## config.mk

```make
export PLATFORM = sky130hd
export DESIGN_NAME = pbgt_cfg
export DESIGN_NICKNAME = d
export VERILOG_FILES = /design/src/design/pbgt_pkg.sv /design/src/design/pbgt_cfg.sv
export SDC_FILE = /design/constraint.sdc
export NUM_CORES = 1
export LEC_CHECK = 0
export BUFFER_PORTS_ARGS = -buffer_cell sky130_fd_sc_hd__buf_2
export CORE_UTILIZATION = 25
export CTS_BUF_LIST = sky130_fd_sc_hd__clkbuf_4
export CTS_CLUSTER_SIZE = 20
export DETAILED_ROUTE_END_ITERATION = 7
export GPL_TIMING_DRIVEN = 0
export HOLD_SLACK_MARGIN = 0.06
export PLACE_DENSITY_LB_ADDON = 0.08
export SKIP_CTS_REPAIR_TIMING = 1
export SYNTH_ARGS = -nofsm -noshare
export SYNTH_HDL_FRONTEND = slang
export SYNTH_SLANG_ARGS = --single-unit
```

## constraint.sdc

```tcl
create_clock -name clk -period 1.06 [get_ports clk]
set_input_delay 0.212 -clock clk [delete_from_list [all_inputs] [get_ports clk]]
set_output_delay 0.212 -clock clk [all_outputs]
set_load 0.05 [all_outputs]
```

## src/design/pbgt_pkg.sv

```systemverilog
// Shared types and constants for the page/block generation tracker.
// Holds default geometry, opcodes, register indexes, control structs.
// No dependencies.
`timescale 1ns / 1ps
`default_nettype none
package pbgt_pkg;

  localparam int PAGE_SHIFT_DEF  = 12;
  localparam int BLOCK_SHIFT_DEF = 16;
  localparam int MAX_PAGES_DEF   = 65536;
  localparam int NUM_SPACES_DEF  = 2;

  localparam int OP_W      = 2;
  localparam int SP_W      = 2;
  localparam int CFG_W     = 17;
  localparam int APB_AW    = 3;
  localparam int APB_DW    = 32;
  localparam int S_TDATA_W = 104;
  localparam int S_TUSER_W = 2;
  localparam int M_TDATA_W = 64;
  localparam int CNT_W     = 32;
  localparam int EPOCH_W   = 64;

  typedef enum logic [OP_W-1:0] {
    OP_NOTE     = 2'd0,
    OP_RD_PAGE  = 2'd1,
    OP_RD_BLOCK = 2'd2,
    OP_RD_EPOCH = 2'd3
  } opcode_t;

  // register index, taken from paddr[2]
  localparam logic REG_LOCAL_PAGES = 1'b0;
  localparam logic REG_MAIN_PAGES  = 1'b1;

  // spaces that have a size register
  localparam logic [SP_W-1:0] REG_SPACES = 2'd2;

  typedef struct packed {
    logic [CFG_W-1:0] local_space_pages;
    logic [CFG_W-1:0] main_space_pages;
  } cfg_t;

  typedef struct packed {
    logic load;
    logic geom;
    logic check;
    logic range;
    logic clr;
    logic pg_rd;
    logic pg_wr;
    logic bk_rd;
    logic bk_wr;
    logic epoch_inc;
    logic rd_mem;
    logic out_load;
  } cmd_t;

  typedef struct packed {
    logic clear_done;
    logic is_write;
    logic wr_ok;
    logic page_last;
    logic block_last;
    logic out_free;
  } status_t;

endpackage
`default_nettype wire

```

## src/design/pbgt_cfg.sv

```systemverilog
// APB register file: space size registers.
// Depends on pbgt_pkg.
`timescale 1ns / 1ps
`default_nettype none
module pbgt_cfg (
  input  wire logic                          clk,
  input  wire logic                          rst,
  input  wire logic                          psel,
  input  wire logic                          penable,
  input  wire logic                          pwrite,
  input  wire logic [pbgt_pkg::APB_AW-1:0]   paddr,
  input  wire logic [pbgt_pkg::APB_DW-1:0]   pwdata,
  output logic      [pbgt_pkg::APB_DW-1:0]   prdata,
  output logic                               pready,
  output pbgt_pkg::cfg_t                     cfg
);

  logic wr_en;

  assign pready = 1'b1;
  assign wr_en  = psel & penable & pwrite;

  always_ff @(posedge clk) begin
    if (rst) begin
      cfg <= '0;
    end else if (wr_en) begin
      case (paddr[2])
        pbgt_pkg::REG_LOCAL_PAGES: cfg.local_space_pages <= pwdata[pbgt_pkg::CFG_W-1:0];
        pbgt_pkg::REG_MAIN_PAGES:  cfg.main_space_pages  <= pwdata[pbgt_pkg::CFG_W-1:0];
        default: ;
      endcase
    end
  end

  always_comb begin
    case (paddr[2])
      pbgt_pkg::REG_LOCAL_PAGES:
        prdata = pbgt_pkg::APB_DW'(cfg.local_space_pages);
      pbgt_pkg::REG_MAIN_PAGES:
        prdata = pbgt_pkg::APB_DW'(cfg.main_space_pages);
      default: prdata = '0;
    endcase
  end

endmodule
`default_nettype wire

```

==> impl_metrics.json <==
{
  "async_flop_share_pct": 0,
  "place_congestion": 0.652,
  "outcome": "complete, but fails checks",
  "period_minus_slack_ps": 1320,
  "drv_cap": 0,
  "die_w_microns": 86.2,
  "synthFlopType": "dfxtp_1",
  "crit_path_cell_trace": "mux2_4 -> buf_6",
  "ir_drop_v": 0.000459,
  "clock_latency_ps": 320,
  "grtUsageMet3_pct": 3.71,
  "critPathTopFamily": "flip-flops",
  "top_register": "cfg",
  "vias_per_cell": 3.83,
  "dieArea_sq_um": 7430,
  "rsz0062_at_grt": "yes",
  "cts_tree": "done",
  "initial_core_util_pct": 25.9,
  "fillers": 682,
  "first_pass_iters": 4,
  "fin_util_pct": 43.7,
  "antenna_cells": 0,
  "cts.sinks": 34,
  "grt_usage_pct": 11.8,
  "final_design_area_no_fill_sq_um": 2990,
  "yosys.area.top_type": "dfxtp_1",
  "grt_pass1_wl_microns": 6510,
  "placedCellCount": 351,
  "clkTransAtPathRegs_ps": 110,
  "clk_path_buf_depth": 2,
  "max_freq_mhz": 755,
  "largest_register_ff_count": 34,
  "top_regs": "cfg x34",
  "powerDensity_nw_per_um2": 938,
  "busiest_layer": "met2",
  "finalSetupViolCount": 37,
  "max_stage_delay_ps": 370,
  "synth_area_sq_um": 1770,
  "routedWlPerCell_microns": 12.4,
  "htree_num_levels": 2,
  "skew_ps": 0,
  "drive_gt1_share_pct": 59.6,
  "ys_seq_elements": 34,
  "num_io_pins": 107,
  "grt_overflow_total": 0,
  "critPathLaunchType": "flip-flop",
  "failed_checks": "negative setup slack",
  "area_growth_pct": 68.6,
  "synth.area.top_cells": "dfxtp_1 38%, mux2i_1 19%, nand2b_1 18%",
  "wl_microns": 4540,
  "antenna_left": 0,
  "core_sq_um": 6830,
  "die_height_microns": 86.2,
  "nets": 309,
  "cp_num_buf_inv": 1,
  "final.period_utilization_pct": 125,
  "met2_usage_pct": 17.4,
  "critical_path.max_fanout": 3,
  "first_iter_violations": 23,
  "antenna_found_initial": 0,
  "hold_path.class": "in2reg",
  "cts_buffers": 5,
  "drcViolationCount": 0,
  "crit_path_end_kind": "output pin",
  "vias": 1401,
  "dp_hpwl_microns": 3200,
  "cp.arrival_ps": 1110,
  "synth_top_cell_area_share_pct": 38.4,
  "syn_avg_cell_area_sq_um": 10.5,
  "yosysWarnings": 0,
  "grt_pass1_vias": 1248,
  "slowest_stage": "dfxtp_4",
  "use_met1_pct": 16.3,
  "hold_slack_ps": 142,
  "required_ps": 850,
  "slew_viol_final": 0,
  "netlist-cell-type-count": 13,
  "setup_ws_ps": -264,
  "synth_commonest_cells": "51 x nand2b_1, 34 x dfxtp_1, 34 x mux2i_1",
  "portBuffers": 73,
  "root_buffer": "clkbuf_4",
  "worstSetupPathType": "reg2out",
  "yosysMostFrequentCell": "nand2b_1",
  "instances_no_fill": 366,
  "dpl_cell_area_sq_um": 2440,
  "p_leak_nw": 1.43,
  "synthCells": 168,
  "ys_seq_area_share_pct": 38.4,
  "grt_max_degree": 11,
  "hold_violations": 0,
  "synth_edf_count": 0,
  "rows": 30
}
## metal layers
metal,wire [microns],vias up
met1,2130,615
met5,0,-
li1,-,731
met3,281,5
met2,2070,50
met4,46,0
## power by group
part	internal [mW]	leakage [nW]	switching, mW	total [mW]
clock	0.275	0.0331	0.446	0.721
sequential	1.31	0.292	0.0305	1.34
combinational	0.308	1.10	0.433	0.741
total	1.89	1.43	0.909	2.80
## final cells by class
type	instances	area (sq um)	share of cell area [%]
clock buffer	6	45.0	1.51
buffer	26	203	6.79
sequential	34	726	24.3
timing repair buffer	80	855	28.6
clock inverter	2	8.76	0.293
tap	96	120	4.02
multi-input combinational	122	1030	34.5
## cells by family after synthesis
logic type	after synthesis	synth area share, %
flip-flops	34	38.4
AND/OR/NAND/NOR	55	21.1
multiplexers	51	30.0
buffers and inverters	26	10.0
other	2	0.424
## cell usage in the layout, fill, tap and decap left out
cell type,synthesis,layout
nand2b_1,51,51
mux2i_1,34,34
dfxtp_2,0,33
buf_8,0,27
buf_2,1,24
buf_4,19,24
buf_6,1,22
mux2_4,0,17
conb_1,2,16
clkbuf_4,0,6
clkbuf_1,5,5
buf_12,0,3
and4b_1,1,1
and4_1,1,1
nand4_2,1,1
nand4b_4,1,1
dfxtp_4,0,1
clkinv_2,0,1
clkinv_1,0,1
clkbuf_16,0,1
## worst min-delay path: stages
cell	delay [ps]
buf_2	90
nand2b_1	80
mux2i_1	60
## final timing paths
path,startpoint,to,slack (ps),cells past startpoint
min reg2reg,cfg[24]$_SDFFE_PP0P_,cfg[24]$_SDFFE_PP0P_,490,2
min,pwdata[12],cfg[29]$_SDFFE_PP0P_,140,3
max,cfg[14]$_SDFFE_PP0P_,prdata[14],-260,2
max reg2reg,cfg[21]$_SDFFE_PP0P_,cfg[21]$_SDFFE_PP0P_,350,3
## through the flow
stage	power [mW]	TNS, ps	setup WS (ps)
global route	2.95	-7090	-316
CTS	2.74	-9450	-338
finish	2.80	-4630	-264
floorplan	1.87	-93.3	-9.70
detailed placement	2.00	-6560	-335
global placement	2.01	-6810	-337
Note: power is estimated with default switching activity, not from simulation.
