### config.mk
export PLATFORM = sky130hd
export DESIGN_NAME = pbgt_ctrl
export DESIGN_NICKNAME = d
export VERILOG_FILES = /design/src/design/pbgt_pkg.sv /design/src/design/pbgt_ctrl.sv
export SDC_FILE = /design/constraint.sdc
export NUM_CORES = 1
export LEC_CHECK = 0
export ABC_CLOCK_PERIOD_IN_PS = 1900
export BUFFER_PORTS_ARGS = -buffer_cell sky130_fd_sc_hd__buf_2
export CAP_MARGIN = 25
export CORE_MARGIN = 2
export CORE_UTILIZATION = 24
export CTS_CLUSTER_SIZE = 24
export DETAILED_ROUTE_END_ITERATION = 12
export PLACE_DENSITY = 0.53
export REMOVE_ABC_BUFFERS = 1
export SLEW_MARGIN = 20
export SYNTH_ARGS = -nofsm -noshare
export SYNTH_HDL_FRONTEND = slang
export SYNTH_SLANG_ARGS = --single-unit
### constraint.sdc
create_clock -name clk -period 1.9 [get_ports clk]
set_input_delay 0.19 -clock clk [delete_from_list [all_inputs] [get_ports clk]]
set_output_delay 0.19 -clock clk [all_outputs]
set_load 0.01 [all_outputs]
### src/design/pbgt_pkg.sv
// Shared types and constants for the page/block generation tracker.
// Holds default geometry, opcodes, register indexes, control structs.
// No dependencies.
`timescale 1ns / 1ps
`default_nettype none
package pbgt_pkg;

  localparam int PAGE_SHIFT_DEF  = 12;
  localparam int BLOCK_SHIFT_DEF = 16;
  localparam int MAX_PAGES_DEF   = 65536;
  localparam int NUM_SPACES_DEF  = 2;

  localparam int OP_W      = 2;
  localparam int SP_W      = 2;
  localparam int CFG_W     = 17;
  localparam int APB_AW    = 3;
  localparam int APB_DW    = 32;
  localparam int S_TDATA_W = 104;
  localparam int S_TUSER_W = 2;
  localparam int M_TDATA_W = 64;
  localparam int CNT_W     = 32;
  localparam int EPOCH_W   = 64;

  typedef enum logic [OP_W-1:0] {
    OP_NOTE     = 2'd0,
    OP_RD_PAGE  = 2'd1,
    OP_RD_BLOCK = 2'd2,
    OP_RD_EPOCH = 2'd3
  } opcode_t;

  // register index, taken from paddr[2]
  localparam logic REG_LOCAL_PAGES = 1'b0;
  localparam logic REG_MAIN_PAGES  = 1'b1;

  // spaces that have a size register
  localparam logic [SP_W-1:0] REG_SPACES = 2'd2;

  typedef struct packed {
    logic [CFG_W-1:0] local_space_pages;
    logic [CFG_W-1:0] main_space_pages;
  } cfg_t;

  typedef struct packed {
    logic load;
    logic geom;
    logic check;
    logic range;
    logic clr;
    logic pg_rd;
    logic pg_wr;
    logic bk_rd;
    logic bk_wr;
    logic epoch_inc;
    logic rd_mem;
    logic out_load;
  } cmd_t;

  typedef struct packed {
    logic clear_done;
    logic is_write;
    logic wr_ok;
    logic page_last;
    logic block_last;
    logic out_free;
  } status_t;

endpackage
`default_nettype wire

### src/design/pbgt_ctrl.sv
// Sequencer for the tracker: clear sweep, decode, counter walk, result.
// Depends on pbgt_pkg; drives the datapath through cmd_t / status_t.
`timescale 1ns / 1ps
`default_nettype none
module pbgt_ctrl (
  input  wire logic          clk,
  input  wire logic          rst,
  input  wire logic          in_valid,
  output logic               in_ready,
  output pbgt_pkg::cmd_t     cmd,
  input  wire pbgt_pkg::status_t status
);

  typedef enum logic [11:0] {
    S_CLEAR  = 12'b0000_0000_0001,
    S_IDLE   = 12'b0000_0000_0010,
    S_GEOM   = 12'b0000_0000_0100,
    S_CHECK  = 12'b0000_0000_1000,
    S_RANGE  = 12'b0000_0001_0000,
    S_PG_RD  = 12'b0000_0010_0000,
    S_PG_WR  = 12'b0000_0100_0000,
    S_BK_RD  = 12'b0000_1000_0000,
    S_BK_WR  = 12'b0001_0000_0000,
    S_EPOCH  = 12'b0010_0000_0000,
    S_RD_MEM = 12'b0100_0000_0000,
    S_RESULT = 12'b1000_0000_0000
  } state_t;

  state_t state;
  state_t state_next;

  assign in_ready = (state == S_IDLE);

  always_ff @(posedge clk) begin
    if (rst) begin
      state <= S_CLEAR;
    end else begin
      state <= state_next;
    end
  end

  always_comb begin
    cmd        = '0;
    state_next = state;
    case (state)
      S_CLEAR: begin
        cmd.clr = 1'b1;
        if (status.clear_done) state_next = S_IDLE;
      end
      S_IDLE: begin
        if (in_valid) begin
          cmd.load   = 1'b1;
          state_next = S_GEOM;
        end
      end
      S_GEOM: begin
        cmd.geom   = 1'b1;
        state_next = S_CHECK;
      end
      S_CHECK: begin
        cmd.check  = 1'b1;
        state_next = status.is_write ? S_RANGE : S_RD_MEM;
      end
      S_RANGE: begin
        if (status.wr_ok) begin
          cmd.range  = 1'b1;
          state_next = S_PG_RD;
        end else begin
          state_next = S_IDLE;
        end
      end
      S_PG_RD: begin
        cmd.pg_rd  = 1'b1;
        state_next = S_PG_WR;
      end
      S_PG_WR: begin
        cmd.pg_wr  = 1'b1;
        state_next = status.page_last ? S_BK_RD : S_PG_RD;
      end
      S_BK_RD: begin
        cmd.bk_rd  = 1'b1;
        state_next = S_BK_WR;
      end
      S_BK_WR: begin
        cmd.bk_wr  = 1'b1;
        state_next = status.block_last ? S_EPOCH : S_BK_RD;
      end
      S_EPOCH: begin
        cmd.epoch_inc = 1'b1;
        state_next    = S_IDLE;
      end
      S_RD_MEM: begin
        cmd.rd_mem = 1'b1;
        state_next = S_RESULT;
      end
      S_RESULT: begin
        if (status.out_free) begin
          cmd.out_load = 1'b1;
          state_next   = S_IDLE;
        end
      end
      default: state_next = S_IDLE;
    endcase
  end

endmodule
`default_nettype wire

==> impl_table.tex <==
\begin{tabular}{lr}
\hline
Metric & Value \\
\hline
\multicolumn{2}{l}{\textbf{Worst setup path}} \\
Endpoint of the worst register-to-register path & state[8]\$\_SDFFE\_PP0P\_ \\
Worst-path maximum fanout & 5 \\
Worst Path Class, Setup & flip-flop to primary output \\
Reg2Reg Depth & 6 \\
Crit path arrival time & between 1.5 and 2 ns \\
Reg-to-reg startpoint & state[10]\$\_SDFFE\_PP0P\_ \\
Startpoint class of the critical path & flip-flop \\
Register-to-Register Setup Slack & between 0.15 and 0.2 ns \\
Endpoint required time on the critical path & 1.71 ns \\
Worst Setup End Kind & primary output \\
\multicolumn{2}{l}{\textbf{Global route}} \\
Via count of the first global-routing pass & 613 \\
Total routing resource utilization after global routing & between 10\% and 20\% \\
Initial antenna violation count & 0 \\
Grt met2 use & between 10\% and 20\% \\
Grt ovf & 0 \\
Global-route met1 utilization & between 10\% and 20\% \\
Pin count of the biggest net entering global routing & 9 \\
Peak-usage layer in the global routing report & met2 \\
Wire length of the first global-routing pass & about 2.8 mm \\
M3 GR Usage & 3.68\% \\
\multicolumn{2}{l}{\textbf{Worst hold path}} \\
WHS Path Cells & 2 \\
Worst-case hold path end point & state[11]\$\_SDFFE\_PP0P\_ \\
Min-delay worst type & input pin to flip-flop \\
Origin of the worst min-delay path & rst \\
\multicolumn{2}{l}{\textbf{Timing}} \\
Total setup violations reported at the end of the flow & 0 \\
Worst slew margin relative to its limit & between 70 and 80\% \\
Unrepaired setup endpoints after global routing & yes \\
Setup TNS & 0 ns \\
Final critical-path required period & between 1.5 and 2 ns \\
Measured slew at the worst slew-check pin & slightly above 0.4 ns \\
Worst setup skew after layout & approximately 0.005 ns \\
Final Cycle Share & between 90\% and 100\% \\
Number of hold-slack violations in the final timing report & 0 \\
Fmax & around 0.54 GHz \\
Max-slew violation total from the final report & 0 \\
\multicolumn{2}{l}{\textbf{Detailed routing}} \\
Aggregate routed wire length & 1.98 mm \\
Final ANT Viol Nets & 0 \\
Drt wl/cell & between 10 and 15 um \\
Detailed-route via count & $\sim$730 \\
Drt initial violations & 11 \\
First-pass iteration count of the detailed router & 4 \\
DRC violations left & 0 \\
Via density & about 4.6 \\
\multicolumn{2}{l}{\textbf{Placement}} \\
Routability congestion estimate from global placement & slightly below 0.8 \\
Number of buffers inserted by port buffering & 21 \\
Detailed placement HPWL & around 1.3 mm \\
Cells after DPL & 147 \\
\multicolumn{2}{l}{\textbf{Pwr}} \\
Peak supply drop & $\sim$0.20 mV \\
Cell Pwr Density & 506 nW/um\^{}2 \\
Static leakage power & slightly below 0.5 nW \\
\multicolumn{2}{l}{\textbf{Floorplan}} \\
Die Area & 3620 sq um \\
Floorplan row count & 20 \\
Initial cell density of the core & around a quarter \\
Die width & 60.2 um \\
Io pins & 22 \\
Total core area & roughly 3000 sq um \\
Vert. Die Dim & about 60 um \\
\multicolumn{2}{l}{\textbf{Synth}} \\
Fraction of registers with async set/reset & 0\% \\
Post-synthesis register bit count & 12 \\
Gate count of the mapped netlist & 82 \\
Post-synthesis cell type count & 33 \\
Proportion of synthesized chip area in sequential cells & between 30\% and 40\% \\
Yosys warns & 0 \\
Synth area leader & sky130\_fd\_sc\_hd\_\_dfxtp\_1 \\
Top cell type's share of synthesized area & 31.7\% \\
Netlist area before placement & between 700 and 800 sq um \\
Leading cell types by total area after synthesis & sky130\_fd\_sc\_hd\_\_dfxtp\_1 (32\%), sky130\_fd\_sc\_hd\_\_nor2\_1 (7.4\%), sky130\_fd\_sc\_hd\_\_nor4b\_2 (6.0\%) \\
Per-instance average area after synthesis & $\sim$9.2 sq um \\
Ranking of synthesized cells by instance count & sky130\_fd\_sc\_hd\_\_nor2\_1 (15), sky130\_fd\_sc\_hd\_\_dfxtp\_1 (12), sky130\_fd\_sc\_hd\_\_inv\_1 (5), sky130\_fd\_sc\_hd\_\_nand2\_1 (5) \\
Number of enable-type register cells in the synthesized netlist & 0 \\
Most common flop cell mapped by yosys & sky130\_fd\_sc\_hd\_\_dfxtp\_1 \\
Leading cell type by number of instances after synthesis & sky130\_fd\_sc\_hd\_\_nor2\_1 \\
\multicolumn{2}{l}{\textbf{Final layout}} \\
Area growth syn-to-layout & 48.6\% \\
Number of inserted filler cells in the final layout & 320 \\
Largest Register & state \\
Number of inserted diodes & 0 \\
Registers with the highest flip-flop counts & state (12) \\
Non-filler instance count after layout & between 150 and 200 \\
\# nets final & 126 \\
Proportion of layout cells with a drive suffix above 1 & between 50 and 60\% \\
Flip-flop count of the largest register, all copies and words added & 12 \\
\multicolumn{2}{l}{\textbf{Flow run}} \\
Number of maximum-capacitance violations & 0 \\
\multicolumn{2}{l}{\textbf{Clock tree}} \\
Reg clk slew, reported paths & 0.08 ns \\
Sink count of the clock tree & 12 \\
Hold\_buf cts & 0 \\
Root buffer cell & sky130\_fd\_sc\_hd\_\_clkbuf\_4 \\
Later-pin clock latency in the skew report & 0.28 ns \\
Cts bufs inserted & 3 \\
Maximum buffer depth of the clock tree & 2 \\
CTS tree & built \\
Count of H-tree levels built during CTS & 1 \\
\multicolumn{2}{l}{\textbf{Outcome}} \\
Outcome & completed \\
\hline
\end{tabular}
==> timing repair <==
item / CTS / global route
gates resized for setup: 1 / 24
setup endpoints to repair: 4 / 8
pin swaps: 1 / 8
setup buffers: 1 / 8
==> power breakdown <==
group	internal [mW]	switching, mW
registers	0.252	0.00835
clock network	0.116	0.0921
logic	0.0466	0.0535
==> per-stage QoR <==
step                total power, mW  cell area [sq um]  setup slack, ns  util [%]  hold WS [ns]
global route                  0.602               1120          -0.0604      37.1        0.0676
detailed placement            0.344                917            0.243      30.3         0.372
finish                        0.569               1120           0.0428      37.1        0.0666
global placement              0.344                917            0.262      30.3         0.370
CTS                           0.560                967          0.00398      31.9        0.0691
floorplan                     0.318                757            0.342         -         0.261
==> layout make-up <==
type | count | area (sq um) | share of cell area [%]
multi-input cells | 65 | 582 | 51.7
flip-flops and latches | 12 | 256 | 22.8
well taps | 44 | 55.1 | 4.89
clock buffers | 4 | 36.3 | 3.23
repair buffers | 30 | 176 | 15.7
inverters | 5 | 18.8 | 1.67
==> cells in the final DEF, fill, tap and decap left out, types with 2 or more instances in the layout <==
cell type,Yosys,layout
sky130_fd_sc_hd__inv_1,5,5
sky130_fd_sc_hd__and3_1,3,2
sky130_fd_sc_hd__dfxtp_4,0,3
sky130_fd_sc_hd__nor4b_4,0,3
sky130_fd_sc_hd__buf_2,0,21
sky130_fd_sc_hd__buf_4,0,8
sky130_fd_sc_hd__nand2b_1,2,2
sky130_fd_sc_hd__xor2_1,2,2
sky130_fd_sc_hd__nand2_1,5,5
sky130_fd_sc_hd__o21ai_0,3,3
sky130_fd_sc_hd__nor2_1,15,15
sky130_fd_sc_hd__nand3_1,4,2
sky130_fd_sc_hd__nor3_4,1,4
sky130_fd_sc_hd__dfxtp_1,12,5
sky130_fd_sc_hd__clkbuf_4,0,3
sky130_fd_sc_hd__nand3_4,0,2
sky130_fd_sc_hd__nor3_1,2,2
sky130_fd_sc_hd__dfxtp_2,0,4
==> cell families after synthesis <==
kind of cell | synth area share [%]
flops | 31.7
simple gates | 48.9
compound gates | 13.4
xor+xnor | 3.47
buf+inv | 2.48
==> critical path: stages (launching register included) <==
cell,delay (ns)
sky130_fd_sc_hd__dfxtp_4,0.36
sky130_fd_sc_hd__nor3_4,0.28
sky130_fd_sc_hd__buf_6,0.16
sky130_fd_sc_hd__nand3_4,0.10
sky130_fd_sc_hd__nor4b_4,0.32
sky130_fd_sc_hd__buf_2,0.18
==> per-layer routing <==
layer / share of wire, % / vias to the layer above
met5: 0 / -
met4: 0 / 0
met3: 5.0 / 0
met1: 44 / 345
met2: 51 / 18
li1: - / 369
==> worst max-delay path by stage <==
stage                                      start  endpoint  slack (ns)
after detailed placement   state[5]$_SDFFE_PP0P_   cmd[11]        0.24
after CTS                  state[9]$_SDFFE_PP0P_    cmd[5]       0.004
after global routing       state[4]$_SDFFE_PP0P_    cmd[5]       -0.06
after floorplan           state[11]$_SDFFE_PP0P_   cmd[11]        0.34
final                      state[4]$_SDFFE_PP0P_    cmd[5]        0.04
after global placement    state[11]$_SDFFE_PP0P_   cmd[11]        0.26
(Power assumes the default switching activity.)
